File: config.mk
export PLATFORM = sky130hd
export DESIGN_NAME = ansi_color_quantizer
export DESIGN_NICKNAME = d
export VERILOG_FILES = /design/src/acq_pkg.sv /design/src/ansi_color_quantizer.sv
export SDC_FILE = /design/constraint.sdc
export NUM_CORES = 2
export LEC_CHECK = 0
export BUFFER_PORTS_ARGS = -buffer_cell sky130_fd_sc_hd__buf_4
export CAP_MARGIN = 10
export CORE_UTILIZATION = 30
export DETAILED_ROUTE_END_ITERATION = 16
export HOLD_SLACK_MARGIN = 0.1
export PLACE_DENSITY = 0.47
export SETUP_SLACK_MARGIN = 0.05
export SLEW_MARGIN = 5
export SYNTH_ARGS = -nofsm -noshare
export SYNTH_HDL_FRONTEND = slang
export SYNTH_SLANG_ARGS = --single-unit
File: constraint.sdc
create_clock -name clk -period 25.6 [get_ports clk]
set_input_delay 3.84 -clock clk [delete_from_list [all_inputs] [get_ports clk]]
set_output_delay 3.84 -clock clk [all_outputs]
set_load 0.1 [all_outputs]
File: src/acq_pkg.sv
`timescale 1ns / 1ps
// ----------------------------------------------------------------------------
// acq_pkg
// Shared types, palette constants and the 256-color index map.
// ----------------------------------------------------------------------------
package acq_pkg;

  localparam int CODE_W = 24;
  localparam int IDX_W  = 4;
  localparam int NUM_PAL = 16;
  localparam int NUM_LVL = 4;
  localparam int SQ_W   = 16;
  localparam int DIST_W = 18;

  typedef logic [1:0]        lvl_t;
  typedef logic [7:0]        chan_t;
  typedef logic [IDX_W-1:0]  idx_t;
  typedef logic [DIST_W-1:0] dist_t;

  localparam chan_t LEVELS [NUM_LVL] = '{8'd0, 8'd85, 8'd170, 8'd255};

  localparam lvl_t PAL_R [NUM_PAL] = '{2'd0, 2'd2, 2'd0, 2'd2, 2'd0, 2'd2, 2'd0, 2'd2,
                                       2'd1, 2'd3, 2'd1, 2'd3, 2'd1, 2'd3, 2'd1, 2'd3};
  localparam lvl_t PAL_G [NUM_PAL] = '{2'd0, 2'd0, 2'd2, 2'd1, 2'd0, 2'd0, 2'd2, 2'd2,
                                       2'd1, 2'd1, 2'd3, 2'd3, 2'd1, 2'd1, 2'd3, 2'd3};
  localparam lvl_t PAL_B [NUM_PAL] = '{2'd0, 2'd0, 2'd0, 2'd0, 2'd2, 2'd2, 2'd2, 2'd2,
                                       2'd1, 2'd1, 2'd1, 2'd1, 2'd3, 2'd3, 2'd3, 2'd3};

  // xterm 256-color index to 16-color index
  function automatic idx_t map_palette_index(input chan_t c);
    idx_t r;
    priority if (c <= 8'd15)  r = c[IDX_W-1:0];
    else if (c <= 8'd21)  r = 4'd1;
    else if (c <= 8'd51)  r = 4'd2;
    else if (c <= 8'd87)  r = 4'd3;
    else if (c <= 8'd123) r = 4'd4;
    else if (c <= 8'd159) r = 4'd5;
    else if (c <= 8'd195) r = 4'd6;
    else if (c <= 8'd231) r = 4'd7;
    else if (c <= 8'd243) r = 4'd0;
    else                  r = 4'd7;
    return r;
  endfunction

endpackage

File: src/ansi_color_quantizer.sv
`timescale 1ns / 1ps
// ----------------------------------------------------------------------------
// ansi_color_quantizer
// Maps a 24-bit color code to the nearest 16-color ANSI palette index.
// Each accepted input passes stages 1 to 4 in order; stage 4 is the output register.
// Throughput: 1 item per cycle unless stalled; four register stages advance together.
// An input skid register keeps s_tready registered, off the m_tready path.
// Reset: rst clears all valid bits and the skid register; data is not reset.
// ----------------------------------------------------------------------------
module ansi_color_quantizer
  import acq_pkg::*;
(
  input  logic       clk,
  input  logic       rst,
  input  logic       s_tvalid,
  output logic       s_tready,
  input  logic [23:0] s_tdata,  // [23:0] color_code
  output logic       m_tvalid,
  input  logic       m_tready,
  output logic [7:0] m_tdata    // [3:0] ansi_index, [7:4] zero
);

  // skid
  logic              skid_valid;
  logic [CODE_W-1:0] skid_data;

  // stage 1: squared channel differences
  logic              v1;
  logic              pal1;
  idx_t              pidx1;
  logic [SQ_W-1:0]   sq1 [3][NUM_LVL];

  // stage 2: distances
  logic              v2;
  logic              pal2;
  idx_t              pidx2;
  dist_t             dist2 [NUM_PAL];

  // stage 3: group winners
  logic              v3;
  logic              pal3;
  idx_t              pidx3;
  dist_t             gdist3 [4];
  idx_t              gidx3 [4];

  // stage 4: output
  logic              v4;
  idx_t              idx4;

  logic              en;
  logic              in_valid;
  logic [CODE_W-1:0] in_code;
  logic [SQ_W-1:0]   sq_next [3][NUM_LVL];
  dist_t             dist_next [NUM_PAL];
  dist_t             gdist_next [4];
  idx_t              gidx_next [4];
  idx_t              idx_next;

  assign en       = !v4 || m_tready;
  assign s_tready = !skid_valid;
  assign in_valid = skid_valid || s_tvalid;
  assign in_code  = skid_valid ? skid_data : s_tdata;

  always_ff @(posedge clk) begin
    if (rst) begin
      skid_valid <= 1'b0;
    end else if (en) begin
      skid_valid <= 1'b0;
    end else if (s_tvalid && s_tready) begin
      skid_valid <= 1'b1;
    end
    if (!en && s_tvalid && s_tready) begin
      skid_data <= s_tdata;
    end
  end

  always_comb begin
    chan_t ch [3];
    chan_t d;
    ch[0] = in_code[7:0];
    ch[1] = in_code[15:8];
    ch[2] = in_code[23:16];
    for (int c = 0; c < 3; c++) begin
      for (int l = 0; l < NUM_LVL; l++) begin
        d = (ch[c] >= LEVELS[l]) ? ch[c] - LEVELS[l] : LEVELS[l] - ch[c];
        sq_next[c][l] = SQ_W'(d) * SQ_W'(d);
      end
    end
  end

  always_comb begin
    for (int k = 0; k < NUM_PAL; k++) begin
      dist_next[k] = DIST_W'(sq1[0][PAL_R[k]]) + DIST_W'(sq1[1][PAL_G[k]])
                   + DIST_W'(sq1[2][PAL_B[k]]);
    end
  end

  // lower index wins ties: keep the left operand unless the right is strictly smaller
  always_comb begin
    dist_t da;
    dist_t db;
    idx_t  ia;
    idx_t  ib;
    for (int g = 0; g < 4; g++) begin
      if (dist2[4*g+1] < dist2[4*g]) begin
        da = dist2[4*g+1];
        ia = IDX_W'(4*g+1);
      end else begin
        da = dist2[4*g];
        ia = IDX_W'(4*g);
      end
      if (dist2[4*g+3] < dist2[4*g+2]) begin
        db = dist2[4*g+3];
        ib = IDX_W'(4*g+3);
      end else begin
        db = dist2[4*g+2];
        ib = IDX_W'(4*g+2);
      end
      if (db < da) begin
        gdist_next[g] = db;
        gidx_next[g]  = ib;
      end else begin
        gdist_next[g] = da;
        gidx_next[g]  = ia;
      end
    end
  end

  always_comb begin
    dist_t da;
    dist_t db;
    idx_t  ia;
    idx_t  ib;
    if (gdist3[1] < gdist3[0]) begin
      da = gdist3[1];
      ia = gidx3[1];
    end else begin
      da = gdist3[0];
      ia = gidx3[0];
    end
    if (gdist3[3] < gdist3[2]) begin
      db = gdist3[3];
      ib = gidx3[3];
    end else begin
      db = gdist3[2];
      ib = gidx3[2];
    end
    if (pal3) begin
      idx_next = pidx3;
    end else if (db < da) begin
      idx_next = ib;
    end else begin
      idx_next = ia;
    end
  end

  always_ff @(posedge clk) begin
    if (rst) begin
      v1 <= 1'b0;
      v2 <= 1'b0;
      v3 <= 1'b0;
      v4 <= 1'b0;
    end else if (en) begin
      v1 <= in_valid;
      v2 <= v1;
      v3 <= v2;
      v4 <= v3;
    end
    if (en) begin
      pal1   <= (in_code[CODE_W-1:8] == '0);
      pidx1  <= map_palette_index(in_code[7:0]);
      sq1    <= sq_next;
      pal2   <= pal1;
      pidx2  <= pidx1;
      dist2  <= dist_next;
      pal3   <= pal2;
      pidx3  <= pidx2;
      gdist3 <= gdist_next;
      gidx3  <= gidx_next;
      idx4   <= idx_next;
    end
  end

  assign m_tvalid = v4;
  assign m_tdata  = {4'b0000, idx4};

`ifndef SYNTHESIS
  a_skid_only_on_stall: assert property (@(posedge clk) disable iff (rst)
    $rose(skid_valid) |-> $past(!en))
    else $error("skid captured while pipeline advancing");

  a_stage_advance: assert property (@(posedge clk) disable iff (rst)
    (en && v3) |=> v4)
    else $error("item lost between stage 3 and output");

  a_stall_holds_stage1: assert property (@(posedge clk) disable iff (rst)
    (v1 && !en) |=> (v1 && $stable(pidx1) && $stable(pal1)))
    else $error("stage 1 changed during stall");

  a_no_accept_when_skid_full: assert property (@(posedge clk) disable iff (rst)
    (skid_valid && !en) |=> skid_valid && $stable(skid_data))
    else $error("skid register overwritten");
`endif

endmodule

==> results.sh <==
export IMPL_cp_start_kind="primary input"
export IMPL_yosysTopAreaCell="edfxtp_1"
export IMPL_track_usage_pct=17.10
export IMPL_fp_dieArea_um2=201600
export IMPL_die_w_um=449.0
export IMPL_synth_edf_count=559
export IMPL_worstSkewPairLatency_ns=0.68
export IMPL_synthTopCellsByArea="edfxtp_1, ha_1, fa_1"
export IMPL_fin_tns_setup_ns=0
export IMPL_ant_nets=0
export IMPL_crit_required_ns=26.01
export IMPL_critPathBufInv=6
export IMPL_initialDrtViolationCount=2678
export IMPL_area_growth_pct=10.09
export IMPL_dpl_hpwl_mm=147.4
export IMPL_drive_gt1_share_pct=5.205
export IMPL_crit_family="adder cells"
export IMPL_synthCells=6086
export IMPL_ys_types=91
export IMPL_portBuffers=33
export IMPL_grt_pass1_wl_mm=261.7
export IMPL_max_freq_mhz=94.93
export IMPL_cp_end_kind="register"
export IMPL_skew_ns=0.03072
export IMPL_syn_area_um2=59940
export IMPL_cts_root_buf="clkbuf_16"
export IMPL_cp_slowest_cell="fa_1"
export IMPL_cts_sinks=564
export IMPL_worstPathMaxFanout=21
export IMPL_h_tree_depth=3
export IMPL_grt_overflow_total=0
export IMPL_hp_class="register to register"
export IMPL_cts_hold_buf=0
export IMPL_start_util_pct=30.30
export IMPL_grt_pass1_vias=43160
export IMPL_numCtsBuffers=72
export IMPL_ioPinCount=38
export IMPL_async_flop_share_pct=0
export IMPL_drtPass1Iterations=5
export IMPL_fp_dieH_um=449.0
export IMPL_critical_path_class="primary input to register"
export IMPL_rsz0062_at_grt="no"
export IMPL_routedWlPerCell_um=19.70
export IMPL_ys_warn_count=0
export IMPL_status="finished clean"
export IMPL_cts_setup_buffers=0
export IMPL_clk_pin_slew_ns=0.06
export IMPL_finalHoldViolCount=0
export IMPL_syn_area_per_cell_um2=9.849
export IMPL_ys_ff_latch=564
export IMPL_wirelength_mm=174.3
export IMPL_drc_errors=0
export IMPL_max_stage_delay_ns=0.55
export IMPL_worstMarginPinSlew_ns=1.008
export IMPL_synthFlopType="edfxtp_1"
export IMPL_place_congestion=0.8663
export IMPL_grt_start_max_net_pins=76
export IMPL_synth_top_area_share_pct=28.00
export IMPL_worst_slew_margin_rel_pct=32.60
export IMPL_yosysSeqAreaShare_pct=28.17
export IMPL_cts_tree="yes"
export IMPL_period_minus_slack_ns=10.53
export IMPL_rows=163
export IMPL_clock_path_buffers=3
export IMPL_routed_via_density=4.861
export IMPL_setup_viol=0
export IMPL_cts_resized=0
export IMPL_finalCritPeriodShare_pct=41.15
export IMPL_nNetsFinal=7470
export IMPL_worstPathArrival_ns=10.95
export IMPL_fillers=20190
export IMPL_num_vias=43010
export IMPL_antenna_found_initial=8
export IMPL_core_area_um2=197800
export IMPL_drv_cap=0
export IMPL_finalMaxSlewViolations=0
-- flip-flops by register name, indices dropped and copies added (netlist names) --
register / count
pal3: 1
gdist3: 72
idx4: 4
skid_valid: 1
v1: 1
v3: 1
skid_data: 24
pidx2: 4
pidx3: 4
pal2: 1
v2: 1
pidx1: 4
gidx3: 8
sq1: 174
m_tvalid: 1
pal1: 1
dist2: 262
-- layer usage --
| metal | share of wire [%] | track usage [%] | vias up |
|---|---|---|---|
| met4 | 2.3 | 4.442 | 2 |
| li1 | - | - | 21260 |
| met5 | 0.0098 | 0 | - |
| met3 | 3.7 | 1.501 | 168 |
| met2 | 47 | 28.74 | 710 |
| met1 | 47 | 23.45 | 20870 |
-- area by class of cell --
cell class	instances	area, um2	share of cell area (%)
multi-input combinational	4579	39520	59.89
tap	2640	3303	5.006
sequential	564	16890	25.60
clock inverter	47	564.3	0.8551
inverter	853	3202	4.852
timing repair buffer	80	598.1	0.9063
antenna	3	7.507	0.01138
clock buffer	82	1903	2.884
-- worst register-to-register path, delay by kind of cell, from the launching register on --
family | cells | cell delay (ns)
buf+inv | 6 | 1.43
fa+ha+maj | 6 | 2.80
flops | 1 | 0.54
compound gates | 10 | 2.47
mux | 1 | 0.36
simple gates | 4 | 0.55
xor+xnor | 1 | 0.17
-- kinds of logic after synthesis --
logic type	share of synthesized area [%]
DFF	28.17
adders and majority gates	31.17
buffers and inverters	6.212
and+or+nand+nor	10.73
xor gates and xnor gates	7.337
muxes	4.081
other	0.006256
AOI/OAI and AO/OA	12.30
-- metrics by stage --
stage               hold WS [ns]  utilization, %  setup WS (ns)  cells  cell area, um2
global route              0.4241           33.35          14.63   8846           65980
detailed placement        0.4066           32.11          14.40   8716           63510
global placement          0.4031           32.10          14.37   8715           63510
floorplan                 0.4003               -          10.56   6109           60030
finish                    0.4195           33.36          15.07   8848           65990
CTS                       0.4209           33.35          15.12   8845           65980
-- cell usage after synthesis, types with 9 or more instances --
library cell / n
nand2b_1: 53
o22ai_1: 13
fa_1: 335
a2111oi_0: 12
edfxtp_1: 559
mux2_2: 27
nor3_1: 176
clkbuf_1: 70
mux2i_1: 195
a31oi_1: 44
a21o_1: 119
buf_1: 18
and3_1: 23
o21bai_1: 66
nand3_1: 79
nor2_1: 628
xor2_1: 136
nor2b_1: 82
ha_1: 957
inv_1: 843
buf_2: 12
a211oi_1: 36
o21ai_0: 181
and2_1: 10
and4_1: 10
xnor2_1: 342
nor4_1: 14
or3_1: 21
a21boi_0: 10
nand4_1: 17
o2111ai_1: 28
o21a_1: 117
o41a_1: 19
or2_2: 37
a21oi_1: 388
nand2_1: 208
nand4b_1: 9
o211ai_1: 14
nand3b_1: 9
xnor2_2: 13
-- cells in the final DEF, fill, tap and decap left out, types with 117 or more instances in the layout --
cell type	instances
a21o_1	119
a21oi_1	385
edfxtp_1	559
fa_1	335
ha_1	957
inv_1	843
mux2i_1	193
nand2_1	208
nor2_1	627
nor3_1	176
o21a_1	117
o21ai_0	180
xnor2_1	340
xor2_1	136
-- worst paths after layout --
path              endpoint  cells past startpoint  slack [ns]       start
setup / recovery  sq1[111]                     28       15.07  s_tdata[8]
hold / removal    pidx3[3]                      0        0.42    pidx2[3]
setup reg to reg  sq1[111]                     28       17.02  skid_valid
hold reg to reg   pidx3[3]                      0        0.42    pidx2[3]
Power is left out: the tool's default activity adds up to more than one toggle a clock period on the data nets, which glitch-free logic cannot reach.
